[src/qvt_pkg.sv]
// Shared types and constants for the quorum vote tracker.
// Holds field widths, command codes, controller states and the controller-to-datapath command.
// Depends on nothing.
package qvt_pkg;

    localparam int SLOTS    = 8;
    localparam int CMD_W    = 2;
    localparam int SENDER_W = 3;
    localparam int VIEW_W   = 32;
    localparam int SLOT_W   = 3;
    localparam int COUNT_W  = 4;
    localparam int RC_W     = 4;

    localparam logic [RC_W-1:0] RC_RESET = 4'd3;

    typedef enum logic [CMD_W-1:0] {
        CMD_RECORD    = 2'd0,
        CMD_CLEAR_ONE = 2'd1,
        CMD_CLEAR_ALL = 2'd2
    } t_cmd;

    typedef enum logic [1:0] {
        S_IDLE,
        S_FIND,
        S_APPLY
    } t_state;

    typedef struct packed {
        logic load;
        logic find;
        logic apply;
    } t_dp_cmd;

endpackage

[src/qvt_if.sv]
// Channel interfaces of the quorum vote tracker: command items, results, configuration.
// Depends on qvt_pkg for field widths.
interface qvt_item_if;
    import qvt_pkg::*;
    logic                       valid;
    logic                       ready;
    logic [CMD_W-1:0]           command;
    logic [SENDER_W-1:0]        sender;
    logic signed [VIEW_W-1:0]   view_tag;
    logic [SLOT_W-1:0]          slot_select;
    modport source (output valid, command, sender, view_tag, slot_select, input ready);
    modport sink   (input valid, command, sender, view_tag, slot_select, output ready);
endinterface

interface qvt_result_if;
    import qvt_pkg::*;
    logic               valid;
    logic               ready;
    logic               duplicate;
    logic [SLOT_W-1:0]  slot_index;
    logic [COUNT_W-1:0] vote_count;
    logic               table_full;
    modport source (output valid, duplicate, slot_index, vote_count, table_full, input ready);
    modport sink   (input valid, duplicate, slot_index, vote_count, table_full, output ready);
endinterface

interface qvt_cfg_if;
    import qvt_pkg::*;
    logic            valid;
    logic            ready;
    logic [RC_W-1:0] data;
    modport source (output valid, data, input ready);
    modport sink   (input valid, data, output ready);
endinterface

[src/qvt_ctrl.sv]
// Controller of the quorum vote tracker: sequences transfer, find and apply steps.
// Depends on qvt_pkg for the state type and the datapath command struct.
module qvt_ctrl (
    input  logic              i_clk,
    input  logic              i_rst_n,
    input  logic              i_in_valid,
    output logic              o_in_ready,
    output logic              o_out_valid,
    input  logic              i_out_ready,
    output qvt_pkg::t_dp_cmd  o_cmd
);
    import qvt_pkg::*;

    t_state r_state, n_state;
    logic   r_out_valid, n_out_valid;
    logic   w_apply_go;

    // apply only when the result register is free or being emptied
    assign w_apply_go = (r_state == S_APPLY) && (!r_out_valid || i_out_ready);

    always_comb begin
        n_state = r_state;
        unique case (r_state)
            S_IDLE:  if (i_in_valid) n_state = S_FIND;
            S_FIND:  n_state = S_APPLY;
            S_APPLY: begin
                if (w_apply_go) begin
                    n_state = i_in_valid ? S_FIND : S_IDLE;
                end
            end
            default: n_state = S_IDLE;
        endcase
    end

    always_comb begin
        o_in_ready  = (r_state == S_IDLE) || w_apply_go;
        o_cmd.load  = i_in_valid && o_in_ready;
        o_cmd.find  = (r_state == S_FIND);
        o_cmd.apply = w_apply_go;
        if (w_apply_go) begin
            n_out_valid = 1'b1;
        end else if (i_out_ready) begin
            n_out_valid = 1'b0;
        end else begin
            n_out_valid = r_out_valid;
        end
    end

    always_ff @(posedge i_clk) begin
        if (!i_rst_n) begin
            r_state     <= S_IDLE;
            r_out_valid <= 1'b0;
        end else begin
            r_state     <= n_state;
            r_out_valid <= n_out_valid;
        end
    end

    assign o_out_valid = r_out_valid;

    a_idle_to_find: assert property (@(posedge i_clk) disable iff (!i_rst_n)
        (r_state == S_IDLE) && i_in_valid |=> (r_state == S_FIND))
        else $error("transfer in idle did not start a find step");

    a_apply_shows: assert property (@(posedge i_clk) disable iff (!i_rst_n)
        w_apply_go |=> r_out_valid)
        else $error("applied item left no result");

    a_find_blocks: assert property (@(posedge i_clk) disable iff (!i_rst_n)
        (r_state == S_FIND) |-> !o_in_ready)
        else $error("input ready during find step");

endmodule

[src/qvt_datapath.sv]
// Datapath of the quorum vote tracker: slot table, slot searches, result register.
// Depends on qvt_pkg for widths, command codes and the command struct from qvt_ctrl.
module qvt_datapath #(
    parameter int NSLOT = 8
) (
    input  logic                         i_clk,
    input  logic                         i_rst_n,
    input  qvt_pkg::t_dp_cmd             i_cmd,
    input  logic [qvt_pkg::CMD_W-1:0]    i_command,
    input  logic [qvt_pkg::SENDER_W-1:0] i_sender,
    input  logic [qvt_pkg::VIEW_W-1:0]   i_view_tag,
    input  logic [qvt_pkg::SLOT_W-1:0]   i_slot_select,
    input  logic                         i_cfg_we,
    input  logic [qvt_pkg::RC_W-1:0]     i_cfg_data,
    output logic                         o_duplicate,
    output logic [qvt_pkg::SLOT_W-1:0]   o_slot_index,
    output logic [qvt_pkg::COUNT_W-1:0]  o_vote_count,
    output logic                         o_table_full
);
    import qvt_pkg::*;

    // item registers
    logic [CMD_W-1:0]    r_cmd;
    logic [SENDER_W-1:0] r_sender;
    logic [VIEW_W-1:0]   r_view_tag;
    logic [SLOT_W-1:0]   r_slot_select;
    logic [RC_W-1:0]     r_replica_count;

    // slot table
    logic [VIEW_W-1:0] r_slot_view [NSLOT];
    logic [NSLOT-1:0]  r_slot_valid, n_slot_valid;
    logic [NSLOT-1:0]  r_vote_mask  [NSLOT];
    logic [NSLOT-1:0]  n_vote_mask  [NSLOT];
    logic [NSLOT-1:0]  w_view_we;

    // find step results
    logic             r_dup;
    logic [NSLOT-1:0] r_hit_oh;

    // result register
    logic               r_res_dup, n_res_dup;
    logic [SLOT_W-1:0]  r_res_idx, n_res_idx;
    logic [COUNT_W-1:0] r_res_count, n_res_count;
    logic               r_res_full, n_res_full;

    logic [RC_W-1:0]  w_n;
    logic [NSLOT-1:0] w_used, w_bit, w_eq;
    logic [NSLOT-1:0] w_hit_oh, w_match_oh, w_free_oh;
    logic             w_sender_ok, w_found, w_hit_dup;
    logic [NSLOT-1:0] w_res_oh, w_res_mask, w_sel_mask;

    always_comb begin
        if (r_replica_count == '0) begin
            w_n = RC_W'(1);
        end else if (r_replica_count > RC_W'(NSLOT)) begin
            w_n = RC_W'(NSLOT);
        end else begin
            w_n = r_replica_count;
        end
        w_sender_ok = {1'b0, r_sender} < w_n;
        for (int i = 0; i < NSLOT; i++) begin
            w_used[i] = RC_W'(i) < w_n;
            w_bit[i]  = r_sender == SENDER_W'(i);
            w_eq[i]   = r_slot_valid[i] && (r_slot_view[i] == r_view_tag);
        end
    end

    // first-slot searches: scan down so the lowest hit wins
    always_comb begin
        w_hit_oh   = '0;
        w_match_oh = '0;
        w_free_oh  = '0;
        for (int i = NSLOT - 1; i >= 0; i--) begin
            if (w_used[i] && ((r_vote_mask[i] & w_bit) != '0)) begin
                w_hit_oh    = '0;
                w_hit_oh[i] = 1'b1;
            end
            if (w_used[i] && w_eq[i]) begin
                w_match_oh    = '0;
                w_match_oh[i] = 1'b1;
            end
            if (w_used[i] && !r_slot_valid[i]) begin
                w_free_oh    = '0;
                w_free_oh[i] = 1'b1;
            end
        end
        w_found   = |w_hit_oh;
        w_hit_dup = |(w_hit_oh & w_eq);
    end

    always_comb begin
        n_slot_valid = r_slot_valid;
        n_vote_mask  = r_vote_mask;
        w_view_we    = '0;
        n_res_dup    = 1'b0;
        n_res_full   = 1'b0;
        w_res_oh     = '0;
        w_res_mask   = '0;
        w_sel_mask   = '0;

        // withdraw the sender's vote for an older view
        if (i_cmd.find && (r_cmd == CMD_RECORD) && w_sender_ok && w_found && !w_hit_dup) begin
            for (int i = 0; i < NSLOT; i++) begin
                if (w_hit_oh[i]) begin
                    n_vote_mask[i] = r_vote_mask[i] & ~w_bit;
                    if ((n_vote_mask[i] & w_used) == '0) n_slot_valid[i] = 1'b0;
                end
            end
        end

        if (i_cmd.apply) begin
            unique case (t_cmd'(r_cmd))
                CMD_CLEAR_ONE: begin
                    for (int i = 0; i < NSLOT; i++) begin
                        if (r_slot_select == SLOT_W'(i)) begin
                            n_vote_mask[i]  = '0;
                            n_slot_valid[i] = 1'b0;
                        end
                    end
                end
                CMD_CLEAR_ALL: begin
                    n_slot_valid = '0;
                    for (int i = 0; i < NSLOT; i++) n_vote_mask[i] = '0;
                end
                CMD_RECORD: begin
                    if (w_sender_ok) begin
                        if (r_dup) begin
                            n_res_dup = 1'b1;
                            w_res_oh  = r_hit_oh;
                            for (int i = 0; i < NSLOT; i++) begin
                                if (r_hit_oh[i]) w_res_mask = r_vote_mask[i];
                            end
                        end else if (|w_match_oh) begin
                            w_res_oh = w_match_oh;
                            for (int i = 0; i < NSLOT; i++) begin
                                if (w_match_oh[i]) w_sel_mask = r_vote_mask[i];
                            end
                            n_res_dup  = |(w_sel_mask & w_bit);
                            w_res_mask = w_sel_mask | w_bit;
                            for (int i = 0; i < NSLOT; i++) begin
                                if (w_match_oh[i]) n_vote_mask[i] = w_res_mask;
                            end
                        end else if (|w_free_oh) begin
                            w_res_oh   = w_free_oh;
                            w_view_we  = w_free_oh;
                            w_res_mask = w_bit;
                            for (int i = 0; i < NSLOT; i++) begin
                                if (w_free_oh[i]) begin
                                    n_slot_valid[i] = 1'b1;
                                    n_vote_mask[i]  = w_bit;
                                end
                            end
                        end else begin
                            n_res_full = 1'b1;
                        end
                    end
                end
                default: ;
            endcase
        end

        n_res_idx   = '0;
        n_res_count = '0;
        for (int i = 0; i < NSLOT; i++) begin
            if (w_res_oh[i]) n_res_idx = n_res_idx | SLOT_W'(i);
            n_res_count = n_res_count + COUNT_W'(w_res_mask[i] & w_used[i]);
        end
    end

    always_ff @(posedge i_clk) begin
        if (!i_rst_n) begin
            r_slot_valid    <= '0;
            r_replica_count <= RC_RESET;
            for (int i = 0; i < NSLOT; i++) r_vote_mask[i] <= '0;
        end else begin
            r_slot_valid <= n_slot_valid;
            r_vote_mask  <= n_vote_mask;
            if (i_cfg_we) r_replica_count <= i_cfg_data;
        end
    end

    always_ff @(posedge i_clk) begin
        for (int i = 0; i < NSLOT; i++) begin
            if (w_view_we[i]) r_slot_view[i] <= r_view_tag;
        end
        if (i_cmd.load) begin
            r_cmd         <= i_command;
            r_sender      <= i_sender;
            r_view_tag    <= i_view_tag;
            r_slot_select <= i_slot_select;
        end
        if (i_cmd.find) begin
            r_dup    <= w_found && w_hit_dup;
            r_hit_oh <= w_hit_oh;
        end
        if (i_cmd.apply) begin
            r_res_dup   <= n_res_dup;
            r_res_idx   <= n_res_idx;
            r_res_count <= n_res_count;
            r_res_full  <= n_res_full;
        end
    end

    assign o_duplicate  = r_res_dup;
    assign o_slot_index = r_res_idx;
    assign o_vote_count = r_res_count;
    assign o_table_full = r_res_full;

    a_clear_all: assert property (@(posedge i_clk) disable iff (!i_rst_n)
        i_cmd.apply && (r_cmd == CMD_CLEAR_ALL) |=> (r_slot_valid == '0))
        else $error("slots still valid after clear-all");

    a_find_keeps_joins: assert property (@(posedge i_clk) disable iff (!i_rst_n)
        i_cmd.find |-> (w_view_we == '0))
        else $error("view written during find step");

endmodule

[src/quorum_vote_tracker.sv]
// Quorum vote tracker top level: channels, controller and slot datapath.
// Depends on qvt_pkg, the channel interfaces, qvt_ctrl and qvt_datapath.
//
// Each command goes through a find step that looks up the sender's
// earlier vote and withdraws it when it was for another view, then an apply
// step that joins the vote to the matching or first free slot, or clears
// slots, and loads the result register. The next command transfers during
// the apply step, so a new command is taken while the last one is applied.
// A result not yet taken holds the apply step. No clearing pass is needed
// after reset. Configuration is always ready; write it only while the
// block is idle.
module quorum_vote_tracker #(
    parameter int MAX_REPLICAS = 8
) (
    input  logic                i_clk,
    input  logic                i_rst_n,
    qvt_item_if.sink            i_item,
    qvt_result_if.source        o_result,
    qvt_cfg_if.sink             i_cfg
);
    import qvt_pkg::*;

    localparam int NSLOT = (MAX_REPLICAS < SLOTS) ? MAX_REPLICAS : SLOTS;

    t_dp_cmd w_cmd;

    assign i_cfg.ready = 1'b1;

    qvt_ctrl u_ctrl (
        .i_clk       (i_clk),
        .i_rst_n     (i_rst_n),
        .i_in_valid  (i_item.valid),
        .o_in_ready  (i_item.ready),
        .o_out_valid (o_result.valid),
        .i_out_ready (o_result.ready),
        .o_cmd       (w_cmd)
    );

    qvt_datapath #(
        .NSLOT (NSLOT)
    ) u_datapath (
        .i_clk         (i_clk),
        .i_rst_n       (i_rst_n),
        .i_cmd         (w_cmd),
        .i_command     (i_item.command),
        .i_sender      (i_item.sender),
        .i_view_tag    (i_item.view_tag),
        .i_slot_select (i_item.slot_select),
        .i_cfg_we      (i_cfg.valid),
        .i_cfg_data    (i_cfg.data),
        .o_duplicate   (o_result.duplicate),
        .o_slot_index  (o_result.slot_index),
        .o_vote_count  (o_result.vote_count),
        .o_table_full  (o_result.table_full)
    );

endmodule

[src/flat_wrapper.sv]
// flat-port wrapper written by rule: the top's interface ports become plain ports
module quorum_vote_tracker_flat import qvt_pkg::*;
#(
    parameter int MAX_REPLICAS = 8
)
  (i_clk, i_rst_n, i_item_valid, i_item_command, i_item_sender, i_item_view_tag, i_item_slot_select, i_item_ready, o_result_valid, o_result_duplicate, o_result_slot_index, o_result_vote_count, o_result_table_full, o_result_ready, i_cfg_valid, i_cfg_data, i_cfg_ready);
  qvt_item_if i_item_i ();
  qvt_result_if o_result_i ();
  qvt_cfg_if i_cfg_i ();
  input  logic i_clk;
  input  logic i_rst_n;
  input wire logic [$bits(i_item_i.valid)-1:0] i_item_valid;
  input wire logic [$bits(i_item_i.command)-1:0] i_item_command;
  input wire logic [$bits(i_item_i.sender)-1:0] i_item_sender;
  input wire logic [$bits(i_item_i.view_tag)-1:0] i_item_view_tag;
  input wire logic [$bits(i_item_i.slot_select)-1:0] i_item_slot_select;
  output wire logic [$bits(i_item_i.ready)-1:0] i_item_ready;
  output wire logic [$bits(o_result_i.valid)-1:0] o_result_valid;
  output wire logic [$bits(o_result_i.duplicate)-1:0] o_result_duplicate;
  output wire logic [$bits(o_result_i.slot_index)-1:0] o_result_slot_index;
  output wire logic [$bits(o_result_i.vote_count)-1:0] o_result_vote_count;
  output wire logic [$bits(o_result_i.table_full)-1:0] o_result_table_full;
  input wire logic [$bits(o_result_i.ready)-1:0] o_result_ready;
  input wire logic [$bits(i_cfg_i.valid)-1:0] i_cfg_valid;
  input wire logic [$bits(i_cfg_i.data)-1:0] i_cfg_data;
  output wire logic [$bits(i_cfg_i.ready)-1:0] i_cfg_ready;
  assign i_item_i.valid = i_item_valid;
  assign i_item_i.command = i_item_command;
  assign i_item_i.sender = i_item_sender;
  assign i_item_i.view_tag = i_item_view_tag;
  assign i_item_i.slot_select = i_item_slot_select;
  assign i_item_ready = i_item_i.ready;
  assign o_result_valid = o_result_i.valid;
  assign o_result_duplicate = o_result_i.duplicate;
  assign o_result_slot_index = o_result_i.slot_index;
  assign o_result_vote_count = o_result_i.vote_count;
  assign o_result_table_full = o_result_i.table_full;
  assign o_result_i.ready = o_result_ready;
  assign i_cfg_i.valid = i_cfg_valid;
  assign i_cfg_i.data = i_cfg_data;
  assign i_cfg_ready = i_cfg_i.ready;
  quorum_vote_tracker #(.MAX_REPLICAS(MAX_REPLICAS)) u_core (.i_clk(i_clk), .i_rst_n(i_rst_n), .i_item(i_item_i), .o_result(o_result_i), .i_cfg(i_cfg_i));
endmodule
[config.mk]
export PLATFORM = sky130hd
export DESIGN_NAME = quorum_vote_tracker_flat
export DESIGN_NICKNAME = d
export VERILOG_FILES = /design/src/qvt_pkg.sv /design/src/qvt_if.sv /design/src/qvt_ctrl.sv /design/src/qvt_datapath.sv /design/src/quorum_vote_tracker.sv /design/src/flat_wrapper.sv
export SDC_FILE = /design/constraint.sdc
export NUM_CORES = 1
export LEC_CHECK = 0
export BUFFER_PORTS_ARGS = -buffer_cell sky130_fd_sc_hd__buf_2
export CAP_MARGIN = 40
export CORE_AREA = 2 2 249 153
export CTS_CLUSTER_SIZE = 30
export DETAILED_ROUTE_END_ITERATION = 6
export DIE_AREA = 0 0 251 155
export PLACE_DENSITY = 0.83
export SLEW_MARGIN = 5
export SYNTH_ARGS = -nofsm -noshare
export SYNTH_HDL_FRONTEND = slang
export SYNTH_SLANG_ARGS = --single-unit
export TNS_END_PERCENT = 20
[constraint.sdc]
create_clock -name i_clk -period 6.08 [get_ports i_clk]
set_clock_uncertainty 0.2 [all_clocks]
set_input_delay 0.608 -clock i_clk [delete_from_list [all_inputs] [get_ports i_clk]]
set_output_delay 0.608 -clock i_clk [all_outputs]
set_load 0.02 [all_outputs]
* After elaboration in Yosys (flattened, before gate mapping)
Memory sizes are Yosys's and may differ from the RTL's. Cells that the tools add are included.
Word-level totals: memories 1, RAM bits 256, register bits 137, output and inout bits 12, logic and storage cells 390, input bits 49
Operators by class: reduce and logical (&&, ||, !) cells 90, eq/ne operators 28, bitwise operators 38, mux-type cells 192, $add $sub $neg 7, order comparisons 10
Memory list:
- u_core.u_datapath.r_slot_view | depth 8, bits a word 32, rd ports 8, clocked after Yosys merged registers in 0, wr ports 1, RTL line qvt_datapath.sv:30 | logic [VIEW_W-1:0] r_slot_view [NSLOT];
Operators by type and width (count):
- $mux 8 | 100
- $mux 64 | 6
- $eq 32x32->1 | 8
- $mux 32 | 7
- $reduce_or 32->1 | 7
- $and 8x8->8 | 26
- $pmux 64 s3 | 1
- $logic_not 8->1 | 8
- $reduce_bool 8->1 | 8
- $mux 1 | 63
- $reduce_or 8->1 | 5
- $logic_and 1x1->1 | 39
- $eq 3x3->1 const B | 8
- $pmux 8 s3 | 1
- $mux 3 | 7
- $add 4x1->4 | 4
- $lt 3x4->1 const A | 4
- $eq 3x2->1 const B | 4
- $reduce_or 11->1 | 1
- $logic_not 1->1 | 10
- $and 1x1->1 | 8
- $lt 1x4->1 const A | 2
- $lt 2x4->1 const A | 2
- $mux 2 | 4
- 22 further kinds | 32

* Longest topological paths before layout
word-level depth 40, depth in mapped cells 23, depth with buffers taken out 20

* Modules after synthesis
Synthesis repeated with hierarchy kept, for this count alone.
Second synthesis, totals: cells, all modules 1943, area, all modules 20992.6 um2
Modules (own cells, without submodules):
- qvt_datapath | instances 1, seq. area each 10950.5 um2, area each 20815.0 um2, cells each 1925
- qvt_ctrl | instances 1, seq. area each 60.1 um2, area each 166.4 um2, cells each 16
- quorum_vote_tracker | instances 1, seq. area each 0.0 um2, area each 11.3 um2, cells each 2

* Least setup slack after synthesis
Ideal clock, no wire load.
path type register to register, from register u_core.u_datapath.r_view_tag[31], to memory u_core.u_datapath.r_slot_view[3][4] (netlist: u_core.u_datapath.r_slot_view[0][100]), enable pin, data required time 5.375 ns, stages on the path, launching flop included 12, library setup time 0.505 ns, path slack -0.668 ns, arrival 6.043 ns, buffers on the path 3, clock period less this slack 6.748 ns, cell sequence edfxtp_1 buf_2 xnor2_1 nand4_1 nor4_1 nand3_1 a32oi_1 or4b_1 buf_2 buf_2 or3_1 nor4_1
On the way: elaborated cells between the ends (all ways) 75, those cells by class eq/ne (8); mux (43); reduce/logical (24)
RTL lines:
- start, declared | RTL line qvt_datapath.sv:25 | logic [VIEW_W-1:0] r_view_tag;
- start signal, assigned | RTL line qvt_datapath.sv:189 | r_view_tag <= i_view_tag;
- $eq 32x32->1 | RTL line qvt_datapath.sv:64 | w_eq[i] = r_slot_valid[i] && (r_slot_view[i] == r_view_tag);
- $logic_and 1x1->1 | RTL line qvt_datapath.sv:64
- $logic_and 1x1->1 | RTL line qvt_datapath.sv:78 | if (w_used[i] && w_eq[i]) begin
- $mux 8 (7 in series) | RTL line qvt_datapath.sv:78
- $mux 8 (*) | RTL line qvt_datapath.sv:78
- $reduce_or 8->1 (*) | RTL line qvt_datapath.sv:133 | end else if (|w_match_oh) begin
- $mux 8 (*) | RTL line qvt_datapath.sv:133
- $mux 8 (*) | RTL line qvt_datapath.sv:127 | if (r_dup) begin
- $mux 8 (*) | RTL line qvt_datapath.sv:126 | if (w_sender_ok) begin
- $mux 8 (*) | RTL line qvt_datapath.sv:112 | unique case (t_cmd'(r_cmd))
- $mux 8 (*) | RTL line qvt_datapath.sv:111 | if (i_cmd.apply) begin
- via u_core.u_datapath.w_view_we[3] | RTL line qvt_datapath.sv:34 | logic [NSLOT-1:0] w_view_we;
- $mux 1 (*) | RTL line qvt_datapath.sv:184 | if (w_view_we[i]) r_slot_view[i] <= r_view_tag;
- $mux 1 (implied by the code) (*) | RTL line qvt_datapath.sv:184
- $reduce_or 32->1 (no line)
- $mux 3 (no line) or $mux 1 (tied branches) (5 in series)
- end, declared | RTL line qvt_datapath.sv:30
Mark *: on every way through the listed nets, which the timed path passes. The rest lies on a longest branch.

* Worst setup path in the final report
from register u_core.u_datapath.r_view_tag[0], to register u_core.u_datapath.r_res_count[2] (netlist: u_core.u_datapath.o_vote_count[2]) (data pin)
On the way: longest elaborated chain between the ends 37, elaborated cells between the ends (all ways) 67, those cells by class add/sub (7); eq/ne (8); mux (26); bitwise (9); reduce/logical (17)
RTL lines:
- $eq 32x32->1 | RTL line qvt_datapath.sv:64
- $logic_and 1x1->1 | RTL line qvt_datapath.sv:64
- $logic_and 1x1->1 | RTL line qvt_datapath.sv:78
- $mux 8 (6 in series) | RTL line qvt_datapath.sv:78
- $mux 8 (*) | RTL line qvt_datapath.sv:78
- $mux 8 (8 in series) | RTL line qvt_datapath.sv:136 | if (w_match_oh[i]) w_sel_mask = r_vote_mask[i];
- $mux 8 | RTL line qvt_datapath.sv:133
- $mux 8 | RTL line qvt_datapath.sv:127
- (+8 left out)
- $mux 8 (*) | RTL line qvt_datapath.sv:111
- $and 1x1->1 | RTL line qvt_datapath.sv:166 | n_res_count = n_res_count + COUNT_W'(w_res_mask[i] & w_used[i]);
- $add 1x1->2 | RTL line qvt_datapath.sv:166
- $add 2x1->3 | RTL line qvt_datapath.sv:166
- $add 3x1->4 | RTL line qvt_datapath.sv:166
- $add 4x1->4 (3 in series) | RTL line qvt_datapath.sv:166
- $add 4x1->4 (*) | RTL line qvt_datapath.sv:166
- via u_core.u_datapath.n_res_count[2] | RTL line qvt_datapath.sv:43 | logic [COUNT_W-1:0] r_res_count, n_res_count;
- end signal, assigned | RTL line qvt_datapath.sv:199 | r_res_count <= n_res_count;
- end, declared | RTL line qvt_datapath.sv:43
Mark *: on every way through the listed nets, which the timed path passes. The rest lies on a longest branch. The select of a mux whose other input is x is not followed. A chain may end at the register's enable or synchronous reset.

==> flow_results.xml <==
<?xml version="1.0" encoding="UTF-8"?>
<metrics>
  <group name="power_and_ir_drop">
    <metric name="power_density" unit="nW/um^2">233.8</metric>
    <metric name="power.total" unit="mW">5.968</metric>
    <metric name="clock_power_share" unit="">0.399</metric>
    <metric name="vdd_ir_drop_max" unit="mV">0.2482</metric>
    <metric name="power_frac_seq" unit="">0.496</metric>
    <metric name="cellInternalPower" unit="mW">4.371</metric>
    <metric name="comb_power_share" unit="">0.106</metric>
    <metric name="power_switching_share" unit="">0.2676</metric>
    <metric name="power.static_leakage" unit="nW">9.142</metric>
    <metric name="net-switching-power" unit="mW">1.597</metric>
  </group>
  <group name="critical_path">
    <metric name="path_class" unit="">register to register</metric>
    <metric name="worstPathArrival" unit="ns">6.44</metric>
    <metric name="worstSetupEndpointType" unit="">register</metric>
    <metric name="cpMostUsedCell" unit="">sky130_fd_sc_hd__buf_4</metric>
    <metric name="cp_data_required_time" unit="ns">6.16</metric>
    <metric name="timing.critical_path.from_type" unit="">register</metric>
    <metric name="cp_max_fo" unit="">11</metric>
    <metric name="crit_path_max_incr_delay" unit="ns">0.54</metric>
    <metric name="critPathSlowestCell" unit="">sky130_fd_sc_hd__fa_1</metric>
    <metric name="cp.buffers_inverters" unit="">8</metric>
    <metric name="path_delay_family" unit="">adder cells</metric>
  </group>
  <group name="placed_design">
    <metric name="dpl_worst_slack" unit="ns">-0.4795</metric>
    <metric name="area_after_detailed_placement" unit="um^2">23450</metric>
    <metric name="dp_hpwl" unit="um">71920</metric>
    <metric name="last_weighted_congestion_value_of_the_routability_driven_placer" unit="">1.064</metric>
    <metric name="port-buffer-count" unit="">59</metric>
  </group>
  <group name="route">
    <metric name="viasPerCell" unit="">7.348</metric>
    <metric name="finalWirelength" unit="um">101000</metric>
    <metric name="routed-wl-met3" unit="um">21900</metric>
    <metric name="drt_drc_violations_left" unit="">14</metric>
    <metric name="met1_length" unit="um">38320</metric>
    <metric name="met2RoutedLength" unit="um">37080</metric>
    <metric name="routedWlPerCell" unit="um">37.01</metric>
    <metric name="detail_route.iter0.violations" unit="">4480</metric>
    <metric name="routed-via-count" unit="">20060</metric>
    <metric name="highest-signal-layer" unit="">met5</metric>
    <metric name="route.antenna.remaining_nets" unit="">0</metric>
    <metric name="drt_first_pass_iters" unit="">7</metric>
  </group>
  <group name="synthesis">
    <metric name="netlist_top_cells_area" unit="">sky130_fd_sc_hd__edfxtp_1, sky130_fd_sc_hd__dfxtp_1, sky130_fd_sc_hd__xor2_1</metric>
    <metric name="synth_top_area_frac" unit="">0.4579</metric>
    <metric name="post-synth-top-area-cell" unit="">sky130_fd_sc_hd__edfxtp_1</metric>
    <metric name="synth-seq-cells" unit="">393</metric>
    <metric name="synth_ff_type" unit="">sky130_fd_sc_hd__edfxtp_1</metric>
    <metric name="synthesized_instance_count" unit="">1877</metric>
    <metric name="synth_edf_count" unit="">314</metric>
    <metric name="yosysWarningCount" unit="">0</metric>
    <metric name="postSynth.asyncResetShare" unit="">0</metric>
    <metric name="synthesis.nets" unit="">1935</metric>
    <metric name="sequential_element_share_of_the_synthesized_area" unit="">0.5347</metric>
    <metric name="avg_inst_size_synth" unit="um^2">10.97</metric>
    <metric name="synth.distinct_cells" unit="">87</metric>
    <metric name="netlist_area" unit="um^2">20590</metric>
  </group>
  <group name="floorplanning">
    <metric name="placement_rows" unit="">55</metric>
    <metric name="floorplan.die.width" unit="um">251</metric>
    <metric name="die-area" unit="um^2">38910</metric>
    <metric name="floorplan.die.height" unit="um">155</metric>
    <metric name="initial_core_util" unit="">0.5582</metric>
    <metric name="core_area" unit="um^2">36890</metric>
    <metric name="top_level_ports" unit="">61</metric>
  </group>
  <group name="global_routing">
    <metric name="grt_use_total" unit="">0.5010</metric>
    <metric name="grt_pass1_vias" unit="">18510</metric>
    <metric name="gr-total-overflow" unit="">0</metric>
    <metric name="grt_antenna_before_repair" unit="">8</metric>
    <metric name="maximum_number_of_pins_on_one_net_before_global_route_repair" unit="">45</metric>
    <metric name="global_route_wire_length_before_repair" unit="um">137000</metric>
  </group>
  <group name="timing">
    <metric name="post-route-worst-setup-slack" unit="ns">-0.2741</metric>
    <metric name="grt_setup_unrepaired" unit="">yes</metric>
    <metric name="final_min_period_over_clock_period" unit="">1.045</metric>
    <metric name="final.min_clock_period" unit="ns">6.354</metric>
    <metric name="final.hold.worst_slack" unit="ns">-0.0002643</metric>
    <metric name="worstMarginPinSlew" unit="ns">1.098</metric>
    <metric name="max_slew_margin" unit="">0.2611</metric>
    <metric name="setup-violations-final" unit="">3</metric>
    <metric name="achievable-frequency" unit="MHz">157.4</metric>
    <metric name="hold_violations" unit="">1</metric>
    <metric name="timing.final.max_slew_violations" unit="">0</metric>
  </group>
  <group name="status">
    <metric name="violations" unit="">DRC, hold timing, setup timing</metric>
    <metric name="outcome" unit="">complete, but fails checks</metric>
  </group>
  <group name="clocking">
    <metric name="insertion_delay" unit="ns">0.58</metric>
    <metric name="number_of_cts_inserted_buffers" unit="">37</metric>
    <metric name="cts_htree_levels" unit="">2</metric>
    <metric name="cts_root_buffer" unit="">sky130_fd_sc_hd__clkbuf_16</metric>
    <metric name="clock_path_buffers" unit="">3</metric>
    <metric name="cts.sink_count" unit="">393</metric>
    <metric name="clkSlewWorstSetupHoldPaths" unit="ns">0.07</metric>
    <metric name="clock_tree_from_tritoncts" unit="">yes</metric>
    <metric name="cts.hold.buffers_added" unit="">0</metric>
  </group>
  <group name="worst_hold_path">
    <metric name="worst_hold_path_type" unit="">primary input to register</metric>
  </group>
  <group name="layout">
    <metric name="drive_above_1_share" unit="">0.2663</metric>
    <metric name="stdcell_area" unit="um^2">25520</metric>
    <metric name="num-fill-cells" unit="">2405</metric>
    <metric name="syn_to_final_growth" unit="%">23.95</metric>
    <metric name="final_nets" unit="">2271</metric>
  </group>
  <group name="flow_run">
    <metric name="cap_viol_max_count" unit="">0</metric>
  </group>
</metrics>
==> registers in the layout, indices dropped and copies added (netlist names) <==
name,flops
u_core.u_datapath.r_cmd,2
u_core.u_datapath.r_replica_count,4
u_core.u_datapath.r_slot_select,3
u_core.u_datapath.r_hit_oh,8
u_core.u_datapath.o_duplicate,1
u_core.u_datapath.r_slot_view,256
u_core.u_datapath.o_table_full,1
u_core.u_datapath.r_slot_valid,8
u_core.u_datapath.r_view_tag,32
u_core.u_datapath.o_vote_count,4
u_core.u_ctrl.r_state,2
u_core.u_datapath.r_sender,3
u_core.u_ctrl.o_out_valid,1
u_core.u_datapath.r_dup,1
u_core.u_datapath.r_vote_mask,64
u_core.u_datapath.o_slot_index,3
==> cell families (layout without fill, tap and decap cells) <==
kind of cell / count (synthesis) / in the layout / share of synthesized area
AND/OR/NAND/NOR: 563 / 563 / 0.1398
AO/OA/AOI/OAI: 466 / 466 / 0.1546
flip-flops: 393 / 393 / 0.5347
XOR/XNOR: 244 / 244 / 0.1038
buffers and inverters: 160 / 525 / 0.03427
multiplexers: 41 / 41 / 0.02576
adder cells (fa/ha/maj): 9 / 9 / 0.006927
other: 1 / 5 / 0.0001821
==> metal layers <==
layer,global-route usage,up-vias
met3,0.3224,437
li1,-,7697
met2,0.6458,2243
met4,0.09580,10
met5,0.04099,-
met1,0.6978,9674
==> repair_timing <==
item,in CTS,in global routing
pin swaps,22,23
endpoints found under the hold margin,0,0
resized for setup,55,37
setup buffers,33,15
setup endpoints to repair,4,3
==> cell usage after synthesis, types with 36 or more instances <==
cell type,count
sky130_fd_sc_hd__dfxtp_1,79
sky130_fd_sc_hd__inv_1,42
sky130_fd_sc_hd__edfxtp_1,314
sky130_fd_sc_hd__xnor2_1,120
sky130_fd_sc_hd__a21oi_1,90
sky130_fd_sc_hd__nand3_1,36
sky130_fd_sc_hd__xor2_1,124
sky130_fd_sc_hd__o21ai_0,94
sky130_fd_sc_hd__nand2_1,123
sky130_fd_sc_hd__nor3_1,38
sky130_fd_sc_hd__nor4_1,42
sky130_fd_sc_hd__nand4_1,40
sky130_fd_sc_hd__buf_2,48
sky130_fd_sc_hd__nor2_1,147
sky130_fd_sc_hd__clkbuf_1,54
==> power groups by stage <==
stage          Sequential [mW]  Combinational, mW  Clock, mW
2_1_floorplan             3.01              0.252          0
3_3_place_gp              3.02              0.505          0
3_5_place_dp              3.02              0.524          0
4_1_cts                   2.96              0.562       2.31
5_1_grt                   2.96              0.628       2.43
6_report                  2.96              0.631       2.38
==> cell type report <==
type	instances	area [um^2]	share of cell area
Timing Repair Buffer	414	3119	0.1222
Clock inverter	19	200.2	0.007844
Clock buffer	49	970.9	0.03804
Antenna cell	4	10.01	0.0003922
Multi-Input combinational cell	1324	9444	0.3700
Tap cell	484	605.6	0.02373
Sequential cell	393	11010	0.4314
Inverter	43	161.4	0.006324
==> cell usage in the layout (no fill, tap or decap), drive strengths merged, types with 37 or more instances in the layout <==
master / Yosys / routed
nand3: 37 / 37
xnor2: 120 / 120
o21ai: 108 / 108
dfxtp: 79 / 79
nor4: 48 / 48
clkbuf: 54 / 49
inv: 42 / 43
xor2: 124 / 124
nor3: 38 / 38
nor2: 147 / 147
nand2: 123 / 123
edfxtp: 314 / 314
a21oi: 92 / 92
nand4: 41 / 41
buf: 63 / 414
==> per-stage QoR <==
step,TNS (ns),utilization,cells
global route,-1.082,0.6917,2726
CTS,0,0.6833,2711
finish,-0.5480,0.6919,2730
global placement,-1.866,0.6344,2603
detailed placement,-1.183,0.6358,2610
floorplan,0,-,1877
==> path summary, 6_finish.rpt <==
kind	startpoint	end	slack (ns)	cells after the start
worst max register to register	u_core.u_datapath.r_view_tag[0]	u_core.u_datapath.o_vote_count[2]	-0.27	25
worst min-delay path	i_item_view_tag[20]	u_core.u_datapath.r_view_tag[20]	-0.0003	1
worst max-delay path	u_core.u_datapath.r_view_tag[0]	u_core.u_datapath.o_vote_count[2]	-0.27	25
worst min register to register	u_core.u_ctrl.r_state[0]	u_core.u_ctrl.r_state[1]	0.31	1
Power figures use the tool's default switching activity.
